### src/hdl/sbsrr_pkg.sv
// Package with the beat types, mode codes, status codes and constants of the reply receiver.
package sbsrr_pkg;

  typedef enum logic [1:0] {
    MODE_ARM  = 2'd0,
    MODE_BYTE = 2'd1,
    MODE_TICK = 2'd2
  } mode_t;

  typedef enum logic [2:0] {
    ST_OK       = 3'd0,
    ST_TIMEOUT  = 3'd1,
    ST_HEADER   = 3'd2,
    ST_ID       = 3'd3,
    ST_CHECKSUM = 3'd4
  } status_t;

  localparam logic [7:0]  HDR_BYTE      = 8'hFF;
  localparam logic [15:0] TIMEOUT_RESET = 16'd4000;
  localparam logic [3:0]  ACK_LAST      = 4'd5;
  localparam logic [3:0]  WORD_LAST     = 4'd7;
  localparam logic [3:0]  POS_ID        = 4'd2;
  localparam logic [3:0]  POS_DATA_LO   = 4'd5;
  localparam logic [3:0]  POS_DATA_HI   = 4'd6;

  typedef struct packed {
    logic [1:0] mode;
    logic       want_data;
    logic [7:0] reply_id;
    logic [7:0] rx_byte;
  } in_beat_t;

  typedef struct packed {
    logic [2:0]  status;
    logic [15:0] read_word;
  } out_beat_t;

endpackage

### src/hdl/servo_bus_status_reply_receiver_unit.sv
// Servo bus status reply receiver: collects reply bytes and reports one status per reply.
//
// The input channel carries one beat per bus event: an arm beat that starts a
// reply with its expected ID and length, a received byte, or a one microsecond
// tick. The output channel carries one beat per finished reply, with the status
// and the little-endian data word of a good word reply.
// Each input beat is handled in the cycle it is accepted, and the state is
// updated at that edge. A result is registered and shows on the output in the
// cycle after the beat that finished the reply, that is the last byte or the tick
// that ran past the timeout. One beat can be taken every cycle unless stalled.
// The output register holds its beat until it is taken. While it is full and
// the receiver does not take it, the input is stalled; it resumes in the same
// cycle the output beat is taken.
// Reset drops any reply in progress, empties the output register and sets the
// timeout register to 4000 ticks. The timeout register may be written through
// the configuration port whenever the block is idle.
module servo_bus_status_reply_receiver_unit (
  input  logic                 clk,
  input  logic                 rst_n,
  input  logic                 in_valid,
  output logic                 in_ready,
  input  sbsrr_pkg::in_beat_t  in_data,
  output logic                 out_valid,
  input  logic                 out_ready,
  output sbsrr_pkg::out_beat_t out_data,
  input  logic                 cfg_we,
  input  logic [15:0]          cfg_wdata
);
  import sbsrr_pkg::*;

  logic [15:0] timeout_r;
  logic        armed_r, armed_nxt;
  logic [3:0]  byte_count_r, byte_count_nxt;
  logic        expect_word_r, expect_word_nxt;
  logic [7:0]  expected_id_r, expected_id_nxt;
  logic [7:0]  sum_acc_r, sum_acc_nxt;
  logic        header_bad_r, header_bad_nxt;
  logic        id_bad_r, id_bad_nxt;
  logic [15:0] word_acc_r, word_acc_nxt;
  logic [15:0] idle_count_r, idle_count_nxt;
  logic        out_valid_r;
  out_beat_t   out_data_r, result;
  logic        emit;
  logic        accept;
  logic [3:0]  last_pos;

  assign in_ready  = !out_valid_r || out_ready;
  assign accept    = in_valid && in_ready;
  assign out_valid = out_valid_r;
  assign out_data  = out_data_r;
  assign last_pos  = expect_word_r ? WORD_LAST : ACK_LAST;

  always_comb begin
    armed_nxt       = armed_r;
    byte_count_nxt  = byte_count_r;
    expect_word_nxt = expect_word_r;
    expected_id_nxt = expected_id_r;
    sum_acc_nxt     = sum_acc_r;
    header_bad_nxt  = header_bad_r;
    id_bad_nxt      = id_bad_r;
    word_acc_nxt    = word_acc_r;
    idle_count_nxt  = idle_count_r;
    emit            = 1'b0;
    result.status    = ST_OK;
    result.read_word = 16'd0;
    case (in_data.mode)
      MODE_ARM: begin
        armed_nxt       = 1'b1;
        byte_count_nxt  = 4'd0;
        expect_word_nxt = in_data.want_data;
        expected_id_nxt = in_data.reply_id;
        sum_acc_nxt     = 8'd0;
        header_bad_nxt  = 1'b0;
        id_bad_nxt      = 1'b0;
        word_acc_nxt    = 16'd0;
        idle_count_nxt  = 16'd0;
      end
      MODE_TICK: begin
        if (armed_r) begin
          if (idle_count_r >= timeout_r) begin
            emit          = 1'b1;
            result.status = ST_TIMEOUT;
          end else begin
            idle_count_nxt = idle_count_r + 16'd1;
          end
        end
      end
      MODE_BYTE: begin
        if (armed_r) begin
          idle_count_nxt = 16'd0;
          if (byte_count_r < 4'd2) begin
            if (in_data.rx_byte != HDR_BYTE) header_bad_nxt = 1'b1;
            byte_count_nxt = byte_count_r + 4'd1;
          end else if (byte_count_r < last_pos) begin
            if (byte_count_r == POS_ID && in_data.rx_byte != expected_id_r) id_bad_nxt = 1'b1;
            sum_acc_nxt = sum_acc_r + in_data.rx_byte;
            if (byte_count_r == POS_DATA_LO) begin
              word_acc_nxt = {word_acc_r[15:8], in_data.rx_byte};
            end else if (byte_count_r == POS_DATA_HI) begin
              word_acc_nxt = {in_data.rx_byte, word_acc_r[7:0]};
            end
            byte_count_nxt = byte_count_r + 4'd1;
          end else begin
            emit = 1'b1;
            if (header_bad_r) begin
              result.status = ST_HEADER;
            end else if (id_bad_r) begin
              result.status = ST_ID;
            end else if (~sum_acc_r != in_data.rx_byte) begin
              result.status = ST_CHECKSUM;
            end else begin
              result.status    = ST_OK;
              result.read_word = expect_word_r ? word_acc_r : 16'd0;
            end
          end
        end
      end
      default: begin
      end
    endcase
    if (emit) armed_nxt = 1'b0;
  end

  always_ff @(posedge clk) begin
    if (!rst_n) begin
      timeout_r     <= TIMEOUT_RESET;
      armed_r       <= 1'b0;
      byte_count_r  <= 4'd0;
      expect_word_r <= 1'b0;
      expected_id_r <= 8'd0;
      sum_acc_r     <= 8'd0;
      header_bad_r  <= 1'b0;
      id_bad_r      <= 1'b0;
      word_acc_r    <= 16'd0;
      idle_count_r  <= 16'd0;
      out_valid_r   <= 1'b0;
    end else begin
      if (cfg_we) timeout_r <= cfg_wdata;
      if (accept) begin
        armed_r       <= armed_nxt;
        byte_count_r  <= byte_count_nxt;
        expect_word_r <= expect_word_nxt;
        expected_id_r <= expected_id_nxt;
        sum_acc_r     <= sum_acc_nxt;
        header_bad_r  <= header_bad_nxt;
        id_bad_r      <= id_bad_nxt;
        word_acc_r    <= word_acc_nxt;
        idle_count_r  <= idle_count_nxt;
      end
      if (accept && emit) begin
        out_valid_r <= 1'b1;
      end else if (out_ready) begin
        out_valid_r <= 1'b0;
      end
    end
  end

  always_ff @(posedge clk) begin
    if (accept && emit) out_data_r <= result;
  end

  // A finished reply always leaves the receiver disarmed.
  a_disarm_after_result: assert property (@(posedge clk) disable iff (!rst_n)
    accept && emit |=> !armed_r)
    else $error("receiver still armed after a result");

  // An armed reply never runs past the last byte of a word reply.
  a_count_in_range: assert property (@(posedge clk) disable iff (!rst_n)
    armed_r |-> byte_count_r <= WORD_LAST)
    else $error("byte count past reply length");

  // Only a good reply carries a data word.
  a_word_only_ok: assert property (@(posedge clk) disable iff (!rst_n)
    out_valid_r && out_data_r.status != ST_OK |-> out_data_r.read_word == 16'd0)
    else $error("data word on a failed reply");

  // A new result is only produced when the output register is free or being emptied.
  a_no_overwrite: assert property (@(posedge clk) disable iff (!rst_n)
    accept && emit |-> !out_valid_r || out_ready)
    else $error("result overwrote a pending beat");

endmodule

### config.mk
export PLATFORM = sky130hd
export DESIGN_NAME = servo_bus_status_reply_receiver_unit
export DESIGN_NICKNAME = d
export VERILOG_FILES = /design/src/hdl/sbsrr_pkg.sv /design/src/hdl/servo_bus_status_reply_receiver_unit.sv
export SDC_FILE = /design/constraint.sdc
export NUM_CORES = 1
export LEC_CHECK = 0
export BUFFER_PORTS_ARGS = -buffer_cell sky130_fd_sc_hd__buf_4
export CAP_MARGIN = 25
export CORE_MARGIN = 4
export CORE_UTILIZATION = 27
export DETAILED_ROUTE_END_ITERATION = 7
export REMOVE_ABC_BUFFERS = 1
export SLEW_MARGIN = 20
export SYNTH_ARGS = -nofsm -noshare
export SYNTH_HDL_FRONTEND = slang
export SYNTH_SLANG_ARGS = --single-unit
### constraint.sdc
create_clock -name clk -period 8.3 [get_ports clk]
set_clock_uncertainty 0.15 [all_clocks]
set_input_delay 1.245 -clock clk [delete_from_list [all_inputs] [get_ports clk]]
set_output_delay 1.245 -clock clk [all_outputs]
set_load 0.05 [all_outputs]
# [Word-level counts from Yosys, hierarchy flattened]
# Index checks and enable logic that the tools add are counted.
[word_totals] ramBits=0 regBits=92 out_inout_bits=21 latch_bits=0 wordCells=115 romBits=0 in_bits=40 mem_count=0
[classes] bitwise_logic=4 reduce_logical=20 magnitude_cmp=3 muxes=51 addsub=3 eq_ne=20 shift=0 div_mod_pow=0 multipliers=0
[ops] op="$mux 16" n=12
[ops] op="$mux 19" n=3
[ops] op="$pmux 16 s3" n=1
[ops] op="$pmux 16 s2" n=1
[ops] op="$mux 8" n=3
[ops] op="$ne 2x2->1 const B" n=11
[ops] op="$mux 1" n=18
[ops] op="$add 16x1->16 const B" n=1
[ops] op="$ge 16x16->1" n=1
[ops] op="$ne 8x8->1" n=2
[ops] op="$pmux 8 s2" n=1
[ops] op="$reduce_and 5->1" n=3
[ops] op="$mux 4" n=3
[ops] op="$reduce_and 6->1" n=2
[ops] op="$mux 3" n=3
[ops] op="$add 8x8->8" n=1
[ops] op="$eq 4x3->1 const B" n=2
[ops] op="$ne 8x8->1 const B" n=1
[ops] op="$not 8->8" n=1
[ops] op="$pmux 4 s2" n=1
[ops] op="$reduce_or 8->1" n=1
[ops] op="$reduce_and 7->1" n=1
[ops] op="$pmux 1 s2" n=3
[ops] op="$pmux 3 s2" n=1
[ops] op="other kinds (17)" n=24

# [Longest topological paths before layout]
# Gate-level depths: netlist of run 1.
[logic_depth] depth_word=9 depth_mapped=10 ltp_nobuf=8

# [Least setup slack after synthesis of run 1]
# No wires, ideal clock.
[synth_path] path_type="in2reg" startpoint="in out_ready" endpoint="reg out_data_r (netlist bit out_data[0]), enable pin" required_time_ps=7776 setup_slack_ps=4964 setup_ps=374 n_path_buf=1 stages=6 arrival_time_ps=2812 cell_sequence="nand2b_1 -> and2_1 -> clkbuf_1 -> o2111a_1 -> o31ai_1 -> inv_1"
[synth_via] elab_chain_len=3
[synth_rtl] item="start, declared" line="servo_bus_status_reply_receiver_unit.sv:24" text="input logic out_ready,"
[synth_rtl] item="$logic_or 1x1->1" line="servo_bus_status_reply_receiver_unit.sv:47" text="assign in_ready = !out_valid_r || out_ready;"
[synth_rtl] item="$logic_and 1x1->1" line="servo_bus_status_reply_receiver_unit.sv:48" text="assign accept = in_valid && in_ready;"
[synth_rtl] item="$logic_and 1x1->1" line="servo_bus_status_reply_receiver_unit.sv:159" text="if (accept && emit) out_data_r <= result;"
[synth_rtl] item="end signal, assigned" line="servo_bus_status_reply_receiver_unit.sv:159"
[synth_rtl] item="end, declared" line="servo_bus_status_reply_receiver_unit.sv:42" text="out_beat_t out_data_r, result;"
# Every way passes these cells.
# A chain may end at the register's enable or synchronous reset.

# [Worst setup path in the final report of run 1]
[layout_path] startpoint="in in_data[18] in the netlist's numbering" endpoint="reg out_data_r (netlist bit out_data[5]), enable pin"
[layout_via] elab_chain_len=3 elab_cells_between_ends=4 cone_classes="2 x eq/ne; 1 x mux; 1 x reduce/logical"
[layout_rtl] item="start, declared" line="servo_bus_status_reply_receiver_unit.sv:22" text="input sbsrr_pkg::in_beat_t in_data,"
[layout_rtl] item="$eq 2x1->1 or $eq 2x2->1 (tied branches)" line="servo_bus_status_reply_receiver_unit.sv:66" text="case (in_data.mode)"
[layout_rtl] item="$pmux 1 s2 (*)" line="servo_bus_status_reply_receiver_unit.sv:66"
[layout_rtl] item="$logic_and 1x1->1 (*)" line="servo_bus_status_reply_receiver_unit.sv:159"
# Mark *: on every way between the ends. The rest lies on a longest branch, timed or not.

==> results.md, run 1 <==
- Outcome: complete, no violations
- Gpl congestion: 0.8716
- CTS max path bufs: 2
- Finished Cell Area: 0.005684 mm^2
- Share of cells above drive strength 1: 14.72%
- Core area: 0.01724 mm^2
- Num CTS Buffers: 9
- Fin util: 32.98%
- Slew Limit Fails: 0
- Drt via density: 4.861
- ANT nets after route: 0
- Final Power: 0.9789 mW
- Crit path kind: input pin to flip-flop
- Die Wd: 140.3 um
- Largest net degree at the start of global routing: 63
- R2r startpoint: idle_count_r[0]
- Yosys top cell area share: 30.92%
- Worst-path clk slew: 70 ps
- Root buf cell: clkbuf_16
- # setup viols final: 0
- Crit start category: input pin
- Setup WS post-layout: 4553 ps
- Synthesized flop and latch total: 92
- Setup TNS: 0 ps
- Reg2Reg Capture Point: out_data[5]
- P&R area growth vs syn: 20.28%
- F_max: 0.2669 GHz
- Ys async rst share: 0%
- Post-Syn Area: 0.004726 mm^2
- WHS Endpoint: word_acc_r[11]
- Synthesized area per cell: 9.266 um^2
- # DRC: 0
- Post-CTS Setup Repair Bufs: 0
- Die Height: 140.3 um
- DP Worst Slack: 4146 ps
- Critical path arrival: 3580 ps
- First-pass GRT wire length: 18,330 um
- Worst path required time: 8140 ps
- Dpl cell area: 0.005370 mm^2
- Post-synth EDFFs: 19
- DRT Wirelength: 10,980 um
- R2R cell count: 8
- Hold_sp: word_acc_r[11]
- Peak supply drop: 0.1167 mV
- Leading area contributor after synthesis: dfxtp_1
- Top_reg_cell synth: dfxtp_1
- GRT Total Usage: 11.41%
- Leakage: 2.176 nW
- Final period util: 45.15%
- Gr ovfl total: 0
- Most frequent cells after synthesis: dfxtp_1 (73), nand2_1 (62), ha_1 (31)
- Final Non-Filler Cells: 789
- RSZ-0062 raised after global routing: false
- CTS tree: yes
- Clk sinks: 92
- Wire per inst: 13.92 um
- Port-buffer cells: 60
- Total number of vias: 3,835
- Initial antenna violation count: 0
- Slew @ Worst Pin: 787.6 ps
- FP Rows: 48
- H-tree levels: 3
- DP HPWL: 8058 um
- P per Cell Area: 172.2 mW/mm^2
- Setup crit end kind: flip-flop
- Fin nets: 631
- Initial core utilization: 27.42%
- Inserted Diodes: 0
- DR pass1 iterations: 4
- Register area share after synthesis: 43.00%
- Synth cell types: 57
- DR iter-0 viols: 224
- WHS Path Cells: 2
- Die ar.: 0.01968 mm^2
- Worst min-delay path category: flip-flop to flip-flop
- Top-count cell post-synth: dfxtp_1
- IO Pins: 61
- CTS Hold Buffers Added: 0
- Vias in the first global route: 3,761
- Dominant cells by area after synthesis: dfxtp_1 (31%), edfxtp_1 (12%), ha_1 (8.2%), nand2_1 (4.9%), a21boi_0 (4.3%)
- Worst skew pair latency: 350 ps
- Max-slew headroom: 47.02%
- Cts repair resizes: 0
- Final hold viol count: 0
- Min cycle time layout: 3747 ps
- Min Hold Slack: 313.1 ps
- Mapped Cells: 510
- Max Cap Viol: 0
- Yosys warns: 0
- Crit path max fanout: 23
- Reg2Reg Setup Slack: 5000 ps
- Placed Instances: 772
## where the power goes
group	switching, mW	total [mW]	internal [mW]	leakage [nW]
clock	0.191	0.431	0.240	0.148
sequential	0.00466	0.466	0.462	0.766
combinational	0.0462	0.0817	0.0355	1.26
## worst max-delay path, stage by stage
cell and delay, ps:
buf_4 120, inv_1 70, ha_1 670, nand2_1 160, o21ai_0 410, and2_1 220
o31ai_1 100, inv_1 570
## final cells by class
type,count,area [um^2]
Multi-Input combinational cell,368,2505
Fill cell,1737,11550
Clock inverter,6,77.57
Clock buffer,10,229.0
Sequential cell,92,2032
Tap cell,225,281.5
Timing Repair Buffer,61,457.9
Inverter,27,101.3
## placed cells by master, fill, tap and decap left out, drive strengths merged, types with 4 or more instances in the layout
cell    Yosys  layout
o211ai      8       8
o21ai      14      14
nand3      25      25
inv        26      30
nor2b      20      20
xor2        4       4
edfxtp     19      19
a31oi       5       5
ha         31      31
or4         8       8
nand4      12      12
xnor2      11      11
nor3        5       5
o31ai       9       9
mux2i      15      15
a22oi       8       8
and4        4       4
nand2      62      62
a21oi      21      21
nor2       20      20
dfxtp      73      73
buf         2      61
a21boi     28      28
clkbuf     21      10
and2       19      19
## cells by family after synthesis
kind of cell	count (synthesis)	synth area share (%)
buffers and inverters	50	3.998
flip-flops	92	43.00
multiplexers	15	3.177
AO/OA/AOI/OAI	115	17.47
XOR/XNOR	15	2.780
AND/OR/NAND/NOR	191	20.94
adder cells (fa/ha/maj)	32	8.631
## worst max path at each step
stage	end	slack, ps	cells after the start	from
floorplan	out_data[0]	4850	7	in_data[18]
global placement	idle_count_r[12]	4270	8	in_data[18]
detailed placement	idle_count_r[9]	4150	8	in_data[18]
CTS	idle_count_r[9]	4530	8	in_data[18]
global route	out_data[10]	4260	8	in_data[18]
finish	out_data[5]	4550	8	in_data[18]
## sequential cells by signal (all words and copies together) (netlist names), 4 cells and up
name           flops
word_acc_r        16
expected_id_r      8
timeout_r         16
byte_count_r       4
sum_acc_r          8
out_data          19
idle_count_r      16
## metal layers
metal	part of all wire [%]	global-route usage, %
met1	45	14.03
met2	48	18.93
met3	4.8	2.970
met4	2.0	4.844
met5	0	0
No activity file was read; power rests on OpenSTA's default activity.
==> inputs of run 2 (changes only) <==
--- a/config.mk
+++ b/config.mk
@@ -5,6 +5,7 @@
 export SDC_FILE = /design/constraint.sdc
 export NUM_CORES = 1
 export LEC_CHECK = 0
+export ABC_AREA = 1
 export BUFFER_PORTS_ARGS = -buffer_cell sky130_fd_sc_hd__buf_4
 export CAP_MARGIN = 25
 export CORE_MARGIN = 4
==> constraint.sdc (replaced) <==
create_clock -name clk -period 3.8 [get_ports clk]
set_clock_uncertainty 0.15 [all_clocks]
set_input_delay 0.57 -clock clk [delete_from_list [all_inputs] [get_ports clk]]
set_output_delay 0.57 -clock clk [all_outputs]
set_load 0.05 [all_outputs]
==> run 2 against run 1 <==
  * Routed wire length up 4.5%
  * Die area is 2.4% higher
  * Core utilization grew 0.28 points
  * Cell area rose by 1.9%
==> results.md, run 2 <==
- Outcome: complete, no violations
- H-tree levels: 3
- Mapped Cells: 625
- Top_reg_cell synth: dfxtp_1
- DR iter-0 viols: 308
- DP HPWL: 8349 um
- Die Height: 142.0 um
- Fillcell total: 1,896
- Critical path arrival: 2490 ps
- Worst min-delay path category: input pin to flip-flop
- Fin nets: 754
- Register area share after synthesis: 41.93%
- Synthesized flop and latch total: 92
- FF/Latch Area: 0.002032 mm^2
- Slew @ Worst Pin: 869.4 ps
- CTS Hold Buffers Added: 0
- Final period util: 69.94%
- Core area: 0.01742 mm^2
- Largest net degree at the start of global routing: 46
- Clk sinks: 92
- Root buf cell: clkbuf_16
- P&R area growth vs syn: 19.52%
- IO Pins: 61
- Slew Limit Fails: 0
- Die ar.: 0.02016 mm^2
- Crit path max fanout: 20
- Die Wd: 142.0 um
- Inserted Diodes: 0
- Dominant cells by area after synthesis: dfxtp_1 (30%), edfxtp_1 (12%), nand2_1 (9.0%), a21oi_1 (8.2%), ha_1 (8.0%)
- # DRC: 0
- FP Rows: 48
- Switching Share: 26.98%
- # setup viols final: 0
- NetSw: 0.5751 mW
- Total number of vias: 4,054
- Cts repair resizes: 0
- Min cycle time layout: 2658 ps
- RSZ-0062 raised after global routing: false
- Peak supply drop: 0.2101 mV
- Most frequent cells after synthesis: nand2_1 (116), a21oi_1 (79), nor2_1 (77)
- ANT nets after route: 0
- Worst-path clk slew: 70 ps
- Crit path kind: flip-flop to flip-flop
- Max FFs per register: 19
- Post-synth EDFFs: 19
- CTS max path bufs: 2
- Final hold viol count: 0
- Wire per inst: 12.59 um
- Worst path required time: 3630 ps
- Clk pwr share: 42.1%
- Post-Syn Area: 0.004846 mm^2
- Initial antenna violation count: 0
- DRT Wirelength: 11,480 um
- Gr ovfl total: 0
- Gpl congestion: 0.8294
- Share of cells above drive strength 1: 14.99%
- CTS tree: yes
- Logic pwr share: 9.6%
- Most frequent cells in the layout: nand2_1 (116), a21oi_1 (79), nor2_1 (77)
- Top-count cell post-synth: nand2_1
- First-pass GRT wire length: 18,630 um
- Setup TNS: 0 ps
- Leading area contributor after synthesis: dfxtp_1
- Drt via density: 4.445
- Yosys top cell area share: 30.16%
- Final Power: 2.131 mW
- Port-buffer cells: 60
- P per Cell Area: 368.0 mW/mm^2
- Max-slew headroom: 41.95%
- Max Cap Viol: 0
- Crit start category: flip-flop
- Post-CTS Setup Repair Bufs: 0
- Fin util: 33.25%
- Synth cell types: 39
- Most common cell after layout, fill and taps aside: nand2_1
- GRT Total Usage: 11.40%
- Setup crit end kind: flip-flop
- Share of power burned in registers: 48.2%
- Footprint of the multi-input gates: 0.002401 mm^2
- Yosys warns: 0
- Worst skew pair latency: 350 ps
- Ys async rst share: 0%
- Synthesized area per cell: 7.753 um^2
- Leakage: 2.321 nW
- Pint: 1.556 mW
- Num CTS Buffers: 9
- F_max: 0.3762 GHz
- Vias in the first global route: 3,689
- DR pass1 iterations: 5
- Initial core utilization: 27.82%
## run 2: final cells by class
| type | count | area share (%) |
|---|---|---|
| sequential | 92 | 35.08 |
| clock buffer | 9 | 3.889 |
| clock inverter | 7 | 1.231 |
| timing repair buffer | 62 | 8.036 |
| inverter | 80 | 5.444 |
| tap | 225 | 4.861 |
| multi-input combinational | 437 | 41.46 |
## run 2: critical path, cell delays in order, from the launching register on
cell and delay [ps]:
dfxtp_1 390, ha_1 320, a21oi_1 60, o21ai_0 340, a21oi_1 110, nand2_1 110
nand3_1 130, nand2_1 90, nand2_1 70, inv_1 520
## run 2: kinds of logic (layout without fill, tap and decap cells)
family          count (synthesis)  in the layout  share of synthesized area, %
simple gates                  264            264                         24.06
compound gates                123            123                         13.81
buf+inv                        96            158                         8.521
flops                          92             92                         41.93
fa+ha+maj                      32             32                         8.417
xor+xnor                       18             18                         3.253
## run 2: power groups by stage
stage	Sequential (mW)	Clock (mW)	Combinational [mW]
floorplan	1.05	0	0.124
global placement	1.05	0	0.205
detailed placement	1.05	0	0.207
CTS	1.03	0.911	0.208
global route	1.03	0.953	0.235
finish	1.03	0.898	0.205
## run 2: metal layers
| layer | share of wire [%] | vias up | global-route usage (%) | routed length [um] |
|---|---|---|---|---|
| met2 | 43 | 65 | 17.37 | 4983 |
| met3 | 5.0 | 11 | 2.655 | 573 |
| li1 | - | 2170 | - | - |
| met5 | 0 | - | 0 | 0 |
| met4 | 1.4 | 0 | 3.535 | 165 |
| met1 | 50 | 1808 | 16.06 | 5756 |
## run 2: metrics by stage
step | hold WS (ps) | setup WS (ps) | instance area [um^2] | instances
after detailed placement | 305.9 | 869.3 | 5495 | 896
after global placement | 303.8 | 840.4 | 5495 | 896
final | 287.9 | 1142 | 5792 | 912
after global routing | 299.4 | 816.0 | 5792 | 912
after floorplan | 288.9 | 1343 | 4748 | 609
after CTS | 287.5 | 1081 | 5792 | 912
## run 2: final timing paths
path / start / endpoint / slack, ps / depth (start not counted)
worst max-delay path: idle_count_r[9] / out_data[3] / 1140 / 9
worst min-delay path: in_data[11] / expected_id_r[3] / 290 / 3
worst max register to register: idle_count_r[9] / out_data[3] / 1140 / 9
worst min register to register: word_acc_r[15] / word_acc_r[15] / 320 / 2
